[config.mk]
export PLATFORM = sky130hd
export DESIGN_NAME = lavet_stepper_hand_driver_flat
export DESIGN_NICKNAME = d
export VERILOG_FILES = /design/src/hdl/lhd_pkg.sv /design/src/hdl/lhd_if.sv /design/src/hdl/lavet_stepper_hand_driver.sv /design/src/hdl/lhd_angle_wrap.sv /design/src/flat_wrapper.sv
export SDC_FILE = /design/constraint.sdc
export NUM_CORES = 1
export LEC_CHECK = 0
export ABC_AREA = 1
export BUFFER_PORTS_ARGS = -buffer_cell sky130_fd_sc_hd__buf_2
export CORE_ASPECT_RATIO = 2
export CORE_MARGIN = 4
export CORE_UTILIZATION = 45
export CTS_BUF_LIST = sky130_fd_sc_hd__clkbuf_4 sky130_fd_sc_hd__clkbuf_8
export CTS_CLUSTER_SIZE = 40
export DETAILED_ROUTE_END_ITERATION = 8
export PLACE_DENSITY_LB_ADDON = 0.2
export SYNTH_ARGS = -nofsm -noshare
export SYNTH_HDL_FRONTEND = slang
export SYNTH_SLANG_ARGS = --single-unit
[constraint.sdc]
create_clock -name clock -period 7.5 [get_ports clock]
set_input_delay 1.125 -clock clock [delete_from_list [all_inputs] [get_ports clock]]
set_output_delay 1.125 -clock clock [all_outputs]
set_load 0.05 [all_outputs]
[src/hdl/lhd_pkg.sv]
`timescale 1ns / 1ps
// Shared types and constants for the Lavet stepper hand driver.
// No dependencies; used by the interfaces, the core and the checker.
package lhd_pkg;

   localparam int TICKS_PER_REV_DEF = 360;

   localparam int TIME_W   = 32;
   localparam int DUR_W    = 16;
   localparam int THR_W    = 9;
   localparam int TARGET_W = 16;
   localparam int HAND_W   = 9;
   localparam int PHASE_W  = 3;
   localparam int COIL_N   = 4;

   localparam int CSR_AW = 4;
   localparam int CSR_DW = 32;

   localparam logic [1:0] CSR_DRIVE_TIME = 2'd0;
   localparam logic [1:0] CSR_WAIT_TIME  = 2'd1;
   localparam logic [1:0] CSR_REV_THRESH = 2'd2;

   localparam logic [DUR_W-1:0] DRIVE_TIME_RST = 16'd10;
   localparam logic [DUR_W-1:0] WAIT_TIME_RST  = 16'd20;
   localparam logic [THR_W-1:0] REV_THRESH_RST = 9'd180;

   localparam int COIL_F0 = 0;
   localparam int COIL_F1 = 1;
   localparam int COIL_R0 = 2;
   localparam int COIL_R1 = 3;
   localparam logic [COIL_N-1:0] COILS_RELEASED = 4'b1111;

   typedef enum logic [PHASE_W-1:0] {
      PH_IDLE   = 3'd0,
      PH_DRV_F  = 3'd1,
      PH_DRV_R  = 3'd2,
      PH_WAIT_F = 3'd3,
      PH_WAIT_R = 3'd4
   } phase_type;

endpackage

[src/hdl/lhd_if.sv]
`timescale 1ns / 1ps
// Valid/ready channel interfaces for request and response words.
// Depends on lhd_pkg for field widths.
interface lhd_req_if;
   import lhd_pkg::*;

   logic                valid;
   logic                ready;
   logic                func;
   logic [TIME_W-1:0]   now_ms;
   logic signed [TARGET_W-1:0] target_angle;

   modport source (output valid, func, now_ms, target_angle, input ready);
   modport sink   (input valid, func, now_ms, target_angle, output ready);
endinterface

interface lhd_rsp_if;
   import lhd_pkg::*;

   logic                valid;
   logic                ready;
   logic                coil_f0;
   logic                coil_f1;
   logic                coil_r0;
   logic                coil_r1;
   logic [HAND_W-1:0]   hand_angle;
   logic [PHASE_W-1:0]  phase;
   logic                pole_now;

   modport source (output valid, coil_f0, coil_f1, coil_r0, coil_r1, hand_angle, phase,
                   pole_now, input ready);
   modport sink   (input valid, coil_f0, coil_f1, coil_r0, coil_r1, hand_angle, phase,
                   pole_now, output ready);
endinterface

[src/hdl/lavet_stepper_hand_driver.sv]
`timescale 1ns / 1ps
// Top level of the Lavet stepper hand driver: CSRs, request register, step logic,
// response register. Depends on lhd_pkg, lhd_if and lhd_angle_wrap.
// A word accepted goes into the request register, then into the response register when that is free.
// Throughput: one word per clock unless the response side stalls; req_ch.ready follows rsp_ch.ready.
// Reset: synchronous, active high; coils released, idle, angles and pulse time zero,
// CSRs back to drive 10 ms, wait 20 ms, threshold 180.
module lavet_stepper_hand_driver #(
   parameter int TICKS_PER_REV = lhd_pkg::TICKS_PER_REV_DEF
) (
   input  logic                        clock,
   input  logic                        reset,
   lhd_req_if.sink                     req_ch,
   lhd_rsp_if.source                   rsp_ch,
   input  logic                        csr_psel,
   input  logic                        csr_penable,
   input  logic                        csr_pwrite,
   input  logic [lhd_pkg::CSR_AW-1:0]  csr_paddr,
   input  logic [lhd_pkg::CSR_DW-1:0]  csr_pwdata,
   output logic [lhd_pkg::CSR_DW-1:0]  csr_prdata,
   output logic                        csr_pready
);
   import lhd_pkg::*;

   localparam int AW = $clog2(TICKS_PER_REV);
   localparam int DW = (AW + 1 > THR_W) ? AW + 1 : THR_W;

   localparam logic [AW-1:0] LAST_TICK = AW'(TICKS_PER_REV - 1);
   localparam logic [AW:0]   TICKS_X   = (AW+1)'(TICKS_PER_REV);

   // CSRs
   logic [DUR_W-1:0] drive_ff, drive_in;
   logic [DUR_W-1:0] wait_ff, wait_in;
   logic [THR_W-1:0] thr_ff, thr_in;
   logic             csr_wr;

   // request register
   logic                       in_valid_ff, in_valid_in;
   logic                       in_func_ff;
   logic [TIME_W-1:0]          in_now_ff;
   logic signed [TARGET_W-1:0] in_tgt_ff;

   // motor state
   phase_type          phase_ff, phase_in;
   logic               pole_ff, pole_in;
   logic [AW-1:0]      meas_ff, meas_in;
   logic [AW-1:0]      cmd_ff, cmd_in;
   logic [TIME_W-1:0]  start_ff, start_in;
   logic [COIL_N-1:0]  coil_ff, coil_in;

   // response register
   logic               out_valid_ff, out_valid_in;
   logic [COIL_N-1:0]  out_coil_ff;
   logic [HAND_W-1:0]  out_hand_ff;
   logic [PHASE_W-1:0] out_phase_ff;
   logic               out_pole_ff;

   logic              advance;
   logic [AW-1:0]     tgt_wrapped;
   logic [AW:0]       fwd_dist;
   logic              fwd_ok;
   logic [TIME_W-1:0] elapsed;
   logic [DUR_W:0]    total_time;

   assign csr_pready = 1'b1;
   assign csr_wr     = csr_psel && csr_penable && csr_pwrite && csr_pready;

   always_comb begin
      drive_in = drive_ff;
      wait_in  = wait_ff;
      thr_in   = thr_ff;
      if (csr_wr) begin
         case (csr_paddr[3:2])
            CSR_DRIVE_TIME: drive_in = csr_pwdata[DUR_W-1:0];
            CSR_WAIT_TIME:  wait_in  = csr_pwdata[DUR_W-1:0];
            CSR_REV_THRESH: thr_in   = csr_pwdata[THR_W-1:0];
            default: ;
         endcase
      end
   end

   always_comb begin
      case (csr_paddr[3:2])
         CSR_DRIVE_TIME: csr_prdata = CSR_DW'(drive_ff);
         CSR_WAIT_TIME:  csr_prdata = CSR_DW'(wait_ff);
         CSR_REV_THRESH: csr_prdata = CSR_DW'(thr_ff);
         default:        csr_prdata = '0;
      endcase
   end

   // handshake
   assign advance      = in_valid_ff && (!out_valid_ff || rsp_ch.ready);
   assign req_ch.ready = !in_valid_ff || advance;
   assign in_valid_in  = req_ch.valid || (in_valid_ff && !advance);
   assign out_valid_in = advance || (out_valid_ff && !rsp_ch.ready);

   lhd_angle_wrap #(
      .TICKS_PER_REV (TICKS_PER_REV)
   ) u_wrap (
      .angle   (in_tgt_ff),
      .wrapped (tgt_wrapped)
   );

   assign fwd_dist   = (cmd_ff > meas_ff) ? {1'b0, cmd_ff} - {1'b0, meas_ff}
                                          : TICKS_X - {1'b0, meas_ff} + {1'b0, cmd_ff};
   assign fwd_ok     = DW'(fwd_dist) <= DW'(thr_ff);
   assign elapsed    = in_now_ff - start_ff;
   assign total_time = {1'b0, drive_ff} + {1'b0, wait_ff};

   always_comb begin
      phase_in = phase_ff;
      pole_in  = pole_ff;
      meas_in  = meas_ff;
      cmd_in   = cmd_ff;
      start_in = start_ff;
      coil_in  = coil_ff;
      if (advance) begin
         if (in_func_ff) begin
            cmd_in = tgt_wrapped;
         end else begin
            case (phase_ff)
               PH_IDLE: begin
                  if (meas_ff != cmd_ff) begin
                     if (fwd_ok) begin
                        coil_in[pole_ff ? COIL_F1 : COIL_F0] = 1'b0;
                        phase_in = PH_DRV_F;
                     end else begin
                        coil_in[pole_ff ? COIL_R1 : COIL_R0] = 1'b0;
                        phase_in = PH_DRV_R;
                     end
                     start_in = in_now_ff;
                  end
               end
               default: begin
                  if ((phase_ff == PH_DRV_F || phase_ff == PH_DRV_R)
                      && elapsed >= TIME_W'(drive_ff)) begin
                     coil_in  = COILS_RELEASED;
                     phase_in = (phase_ff == PH_DRV_F) ? PH_WAIT_F : PH_WAIT_R;
                  end
                  if ((phase_in == PH_WAIT_F || phase_in == PH_WAIT_R)
                      && elapsed >= TIME_W'(total_time)) begin
                     pole_in = !pole_ff;
                     if (phase_in == PH_WAIT_F) begin
                        meas_in = (meas_ff == LAST_TICK) ? '0 : meas_ff + 1'b1;
                     end else begin
                        meas_in = (meas_ff == '0) ? LAST_TICK : meas_ff - 1'b1;
                     end
                     phase_in = PH_IDLE;
                     start_in = '0;
                  end
               end
            endcase
         end
      end
   end

   always_ff @(posedge clock) begin
      if (reset) begin
         drive_ff     <= DRIVE_TIME_RST;
         wait_ff      <= WAIT_TIME_RST;
         thr_ff       <= REV_THRESH_RST;
         in_valid_ff  <= 1'b0;
         out_valid_ff <= 1'b0;
         phase_ff     <= PH_IDLE;
         pole_ff      <= 1'b0;
         meas_ff      <= '0;
         cmd_ff       <= '0;
         start_ff     <= '0;
         coil_ff      <= COILS_RELEASED;
      end else begin
         drive_ff     <= drive_in;
         wait_ff      <= wait_in;
         thr_ff       <= thr_in;
         in_valid_ff  <= in_valid_in;
         out_valid_ff <= out_valid_in;
         phase_ff     <= phase_in;
         pole_ff      <= pole_in;
         meas_ff      <= meas_in;
         cmd_ff       <= cmd_in;
         start_ff     <= start_in;
         coil_ff      <= coil_in;
      end
   end

   always_ff @(posedge clock) begin
      if (req_ch.valid && req_ch.ready) begin
         in_func_ff <= req_ch.func;
         in_now_ff  <= req_ch.now_ms;
         in_tgt_ff  <= req_ch.target_angle;
      end
      if (advance) begin
         out_coil_ff  <= coil_in;
         out_hand_ff  <= HAND_W'(meas_in);
         out_phase_ff <= phase_in;
         out_pole_ff  <= pole_in;
      end
   end

   assign rsp_ch.valid      = out_valid_ff;
   assign rsp_ch.coil_f0    = out_coil_ff[COIL_F0];
   assign rsp_ch.coil_f1    = out_coil_ff[COIL_F1];
   assign rsp_ch.coil_r0    = out_coil_ff[COIL_R0];
   assign rsp_ch.coil_r1    = out_coil_ff[COIL_R1];
   assign rsp_ch.hand_angle = out_hand_ff;
   assign rsp_ch.phase      = out_phase_ff;
   assign rsp_ch.pole_now   = out_pole_ff;

endmodule

[src/hdl/lhd_angle_wrap.sv]
`timescale 1ns / 1ps
// Reduces a signed 16-bit tick count into 0..TICKS_PER_REV-1.
// Byte-wise residue tables plus one correction for the sign weight; uses lhd_pkg.
module lhd_angle_wrap #(
   parameter int TICKS_PER_REV = lhd_pkg::TICKS_PER_REV_DEF
) (
   input  logic signed [lhd_pkg::TARGET_W-1:0] angle,
   output logic [$clog2(TICKS_PER_REV)-1:0]    wrapped
);
   import lhd_pkg::*;

   localparam int AW      = $clog2(TICKS_PER_REV);
   localparam int SIGN_RM = 65536 % TICKS_PER_REV;

   localparam logic [AW:0] TICKS_X = (AW+1)'(TICKS_PER_REV);
   localparam logic [AW:0] SIGN_X  = (AW+1)'(SIGN_RM);

   logic [AW-1:0] hi_rom [256];
   logic [AW-1:0] lo_rom [256];
   logic [AW:0]   sum;
   logic [AW:0]   red;
   logic [AW:0]   res;

   for (genvar g = 0; g < 256; g++) begin : g_rom
      localparam int HI_RM = (g * 256) % TICKS_PER_REV;
      localparam int LO_RM = g % TICKS_PER_REV;
      assign hi_rom[g] = AW'(HI_RM);
      assign lo_rom[g] = AW'(LO_RM);
   end

   always_comb begin
      sum = {1'b0, hi_rom[angle[15:8]]} + {1'b0, lo_rom[angle[7:0]]};
      red = (sum >= TICKS_X) ? sum - TICKS_X : sum;
      // negative input: take off 2^16 mod N
      if (angle[15]) begin
         res = (red < SIGN_X) ? red + TICKS_X - SIGN_X : red - SIGN_X;
      end else begin
         res = red;
      end
   end

   assign wrapped = res[AW-1:0];

endmodule

[src/flat_wrapper.sv]
// flat-port wrapper written by rule: the top's interface ports become plain ports
module lavet_stepper_hand_driver_flat import lhd_pkg::*;
#(
   parameter int TICKS_PER_REV = lhd_pkg::TICKS_PER_REV_DEF
)
  (clock, reset, csr_psel, csr_penable, csr_pwrite, csr_paddr, csr_pwdata, csr_prdata, csr_pready, req_ch_valid, req_ch_func, req_ch_now_ms, req_ch_target_angle, req_ch_ready, rsp_ch_valid, rsp_ch_coil_f0, rsp_ch_coil_f1, rsp_ch_coil_r0, rsp_ch_coil_r1, rsp_ch_hand_angle, rsp_ch_phase, rsp_ch_pole_now, rsp_ch_ready);
  lhd_req_if req_ch_i ();
  lhd_rsp_if rsp_ch_i ();
  input  logic clock;
  input  logic reset;
  input  logic csr_psel;
  input  logic csr_penable;
  input  logic csr_pwrite;
  input  logic [lhd_pkg::CSR_AW-1:0] csr_paddr;
  input  logic [lhd_pkg::CSR_DW-1:0] csr_pwdata;
  output logic [lhd_pkg::CSR_DW-1:0] csr_prdata;
  output logic csr_pready;
  input wire logic [$bits(req_ch_i.valid)-1:0] req_ch_valid;
  input wire logic [$bits(req_ch_i.func)-1:0] req_ch_func;
  input wire logic [$bits(req_ch_i.now_ms)-1:0] req_ch_now_ms;
  input wire logic [$bits(req_ch_i.target_angle)-1:0] req_ch_target_angle;
  output wire logic [$bits(req_ch_i.ready)-1:0] req_ch_ready;
  output wire logic [$bits(rsp_ch_i.valid)-1:0] rsp_ch_valid;
  output wire logic [$bits(rsp_ch_i.coil_f0)-1:0] rsp_ch_coil_f0;
  output wire logic [$bits(rsp_ch_i.coil_f1)-1:0] rsp_ch_coil_f1;
  output wire logic [$bits(rsp_ch_i.coil_r0)-1:0] rsp_ch_coil_r0;
  output wire logic [$bits(rsp_ch_i.coil_r1)-1:0] rsp_ch_coil_r1;
  output wire logic [$bits(rsp_ch_i.hand_angle)-1:0] rsp_ch_hand_angle;
  output wire logic [$bits(rsp_ch_i.phase)-1:0] rsp_ch_phase;
  output wire logic [$bits(rsp_ch_i.pole_now)-1:0] rsp_ch_pole_now;
  input wire logic [$bits(rsp_ch_i.ready)-1:0] rsp_ch_ready;
  assign req_ch_i.valid = req_ch_valid;
  assign req_ch_i.func = req_ch_func;
  assign req_ch_i.now_ms = req_ch_now_ms;
  assign req_ch_i.target_angle = req_ch_target_angle;
  assign req_ch_ready = req_ch_i.ready;
  assign rsp_ch_valid = rsp_ch_i.valid;
  assign rsp_ch_coil_f0 = rsp_ch_i.coil_f0;
  assign rsp_ch_coil_f1 = rsp_ch_i.coil_f1;
  assign rsp_ch_coil_r0 = rsp_ch_i.coil_r0;
  assign rsp_ch_coil_r1 = rsp_ch_i.coil_r1;
  assign rsp_ch_hand_angle = rsp_ch_i.hand_angle;
  assign rsp_ch_phase = rsp_ch_i.phase;
  assign rsp_ch_pole_now = rsp_ch_i.pole_now;
  assign rsp_ch_i.ready = rsp_ch_ready;
  lavet_stepper_hand_driver #(.TICKS_PER_REV(TICKS_PER_REV)) u_core (.clock(clock), .reset(reset), .req_ch(req_ch_i), .rsp_ch(rsp_ch_i), .csr_psel(csr_psel), .csr_penable(csr_penable), .csr_pwrite(csr_pwrite), .csr_paddr(csr_paddr), .csr_pwdata(csr_pwdata), .csr_prdata(csr_prdata), .csr_pready(csr_pready));
endmodule
==> impl_metrics.csv <==
group,metric,value,unit
worst_setup_path,cp.required,7.91,ns
cells_and_area,fin_area,15600,um2
global_routing,grt_max_degree,74,
synthesis,synth_common_cells,"nand2_1, inv_1, nor2_1",
sta,tightest_slew,1.14,ns
sta,finalSetupViolCount,0,
clock_tree,hold_buffers,0,
cells_and_area,drive_gt1_share,8.53,%
synthesis,syn_inst,2178,
global_routing,track_usage,24.0,%
synthesis,ys_seq_elements,167,
synthesis,syn_avg_cell_area,6.60,um2
clock_tree,clock_path_buffers,2,
floorplanning,io_pins,144,
place,placed_area,15200,um2
worst_setup_path,worst_path_max_delay_cell,"edfxtp_1",
synthesis,async_flop_share,0,%
cells_and_area,fin_nets,2480,
cells_and_area,seqCellArea,4000,um2
worst_setup_path,path_class,"register to register",
power_and_ir_drop,p_per_area,186,nW/um2
synthesis,ys_top_cells_by_area,"nand2_1, dfxtp_1, edfxtp_1, ha_1, inv_1",
sta,timing.hold.ws,0.477,ns
place,portBuffers,108,
clock_tree,cts_tree,"yes",
clock_tree,cts_made_buffers,17,
floorplanning,die_area,35000,um2
worst_setup_path,crit_path_end_kind,"register",
global_routing,grt_pass1_wl,67700,um
route,first_pass_iters,5,
worst_setup_path,arrival,6.26,ns
floorplanning,start_util,45.6,%
global_routing,antenna_found_initial,2,
clock_tree,cts.repair.resized,0,
floorplanning,row_count,92,
route,drc,0,
clock_tree,cts.sinks,167,
route,wl,41700,um
synthesis,netlist-cell-type-count,53,
synthesis,synth_top_area_share,15.0,%
clock_tree,clkTransAtPathRegs,0.09,ns
place,gp_congestion,0.962,
floorplanning,die_y,261,um
floorplanning,die_x,134,um
cells_and_area,area_delta_synth_final,8.48,%
synthesis,ys_warn_count,0,
synthesis,yosysTopAreaCell,"nand2_1",
global_routing,grt_pass1_vias,13989,
route,routedWlPerCell,15.5,um
worst_setup_path,r2r_slack,1.64,ns
sta,fmax,0.171,GHz
global_routing,overflow,0,
min_path,hp-class,"register to register",
sta,min_period,5.86,ns
worst_setup_path,critPathMaxFanout,30,
worst_setup_path,startpoint_type,"register",
worst_setup_path,cpPeakStageDelay,0.98,ns
floorplanning,core-area,31500,um2
worst_setup_path,cp_common_cell,"nand2_1",
synthesis,synth-main-ff-cell,"dfxtp_1",
synthesis,ys_seq_area_share,27.9,%
sta,fin_crit_sh,78.1,%
job,maxCapViolations,0,
clock_tree,cts_htree_levels,4,
sta,skew,0.0128,ns
route,via_count,14290,
route,viasPerCell,5.32,
power_and_ir_drop,leakage,7.64,nW
sta,relSlewSlack,23.8,%
clock_tree,cts_setup_buffers,0,
route,ant_nets,0,
sta,rsz0062_at_grt,"false",
cells_and_area,multi_input_area,8760,um2
sta,finalHoldViolations,0,
synthesis,synth_edf_count,66,
sta,finalSetupTns,0,ns
clock_tree,root_buffer,"clkbuf_8",
cells_and_area,fillers,3321,
synthesis,yosys.cell_count.top_type,"nand2_1",
sta,final_max_slew_viol_count,0,
clock_tree,clock_latency,0.50,ns
route,drt_iter0_drc,839,
power_and_ir_drop,ir_worst_vdd,0.119,mV
place,place_hpwl,32800,um
status,outcome,"finished clean",
synthesis,synthesis.area,14400,um2
==> flip-flops by register name (all words and copies together) (netlist names), 9 cells and up <==
| signal | count |
|---|---|
| u_core.cmd_ff | 9 |
| u_core.drive_ff | 16 |
| u_core.in_now_ff | 32 |
| u_core.in_tgt_ff | 16 |
| u_core.meas_ff | 9 |
| u_core.rsp_ch.hand_angle | 9 |
| u_core.start_ff | 32 |
| u_core.thr_ff | 9 |
| u_core.wait_ff | 16 |
==> per-layer routing <==
metal | routed length, um | global-route usage, %
met1 | 15200 | 24.0
met2 | 21900 | 45.1
met5 | 0 | 0
met4 | 2890 | 16.4
met3 | 1720 | 3.22
==> area by class of cell <==
type / instances / share of cell area [%]
inverters: 334 / 8.04
repair buffers: 117 / 3.90
clock buffers: 18 / 1.55
flip-flops and latches: 167 / 25.7
well taps: 423 / 3.39
diodes: 2 / 0.0321
clock inverters: 14 / 1.25
multi-input cells: 1612 / 56.2
==> cells in the final DEF (no fill, tap or decap), types with 22 or more instances in the layout <==
| master | instances |
|---|---|
| o211ai_1 | 22 |
| xor2_1 | 38 |
| dfxtp_1 | 101 |
| o21ai_0 | 149 |
| inv_1 | 315 |
| buf_2 | 108 |
| ha_1 | 130 |
| nor2_1 | 196 |
| a21oi_1 | 172 |
| edfxtp_1 | 66 |
| nand3_1 | 149 |
| nand2_1 | 576 |
==> logic make-up (layout without fill, tap and decap cells) <==
kind of cell	Yosys count	count (layout)	synth area share [%]
adder cells (fa/ha/maj)	139	139	12.6
AO/OA/AOI/OAI	417	417	16.4
AND/OR/NAND/NOR	987	987	28.3
other	2	19	0.0522
flip-flops	167	167	27.9
buffers and inverters	414	483	11.6
XOR/XNOR	50	50	3.05
multiplexers	2	2	0.139
==> per-stage QoR <==
step	std cells	util [%]	total power (W)	setup WS [ns]
after floorplan	2193	-	0.00190	3.05
after global placement	2653	48.0	0.00215	1.63
after detailed placement	2653	48.0	0.00217	1.72
after CTS	2685	49.4	0.00293	1.71
after global routing	2687	49.4	0.00312	1.10
final	2687	49.4	0.00290	1.64
==> power breakdown <==
part	switching (W)	internal [W]
Combinational	0.000752	0.000378
Sequential	0.0000335	0.000991
Clock	0.000371	0.000370
==> worst max-delay path: cells and delay by family (launching register included) <==
kind                       cells  cell delay [ns]
and+or+nand+nor               16             2.03
AOI/OAI and AO/OA              5             1.30
adders and majority gates      2             0.64
DFF                            1             0.98
buffers and inverters          6             0.79
==> path summary, 6_finish.rpt <==
kind	start	endpoint	depth (start not counted)
min reg2reg	u_core.cmd_ff[0]	u_core.cmd_ff[0]	2
min	u_core.cmd_ff[0]	u_core.cmd_ff[0]	2
max	u_core.in_tgt_ff[10]	u_core.cmd_ff[3]	29
max reg2reg	u_core.in_tgt_ff[10]	u_core.cmd_ff[3]	29
Power figures use the tool's default switching activity.
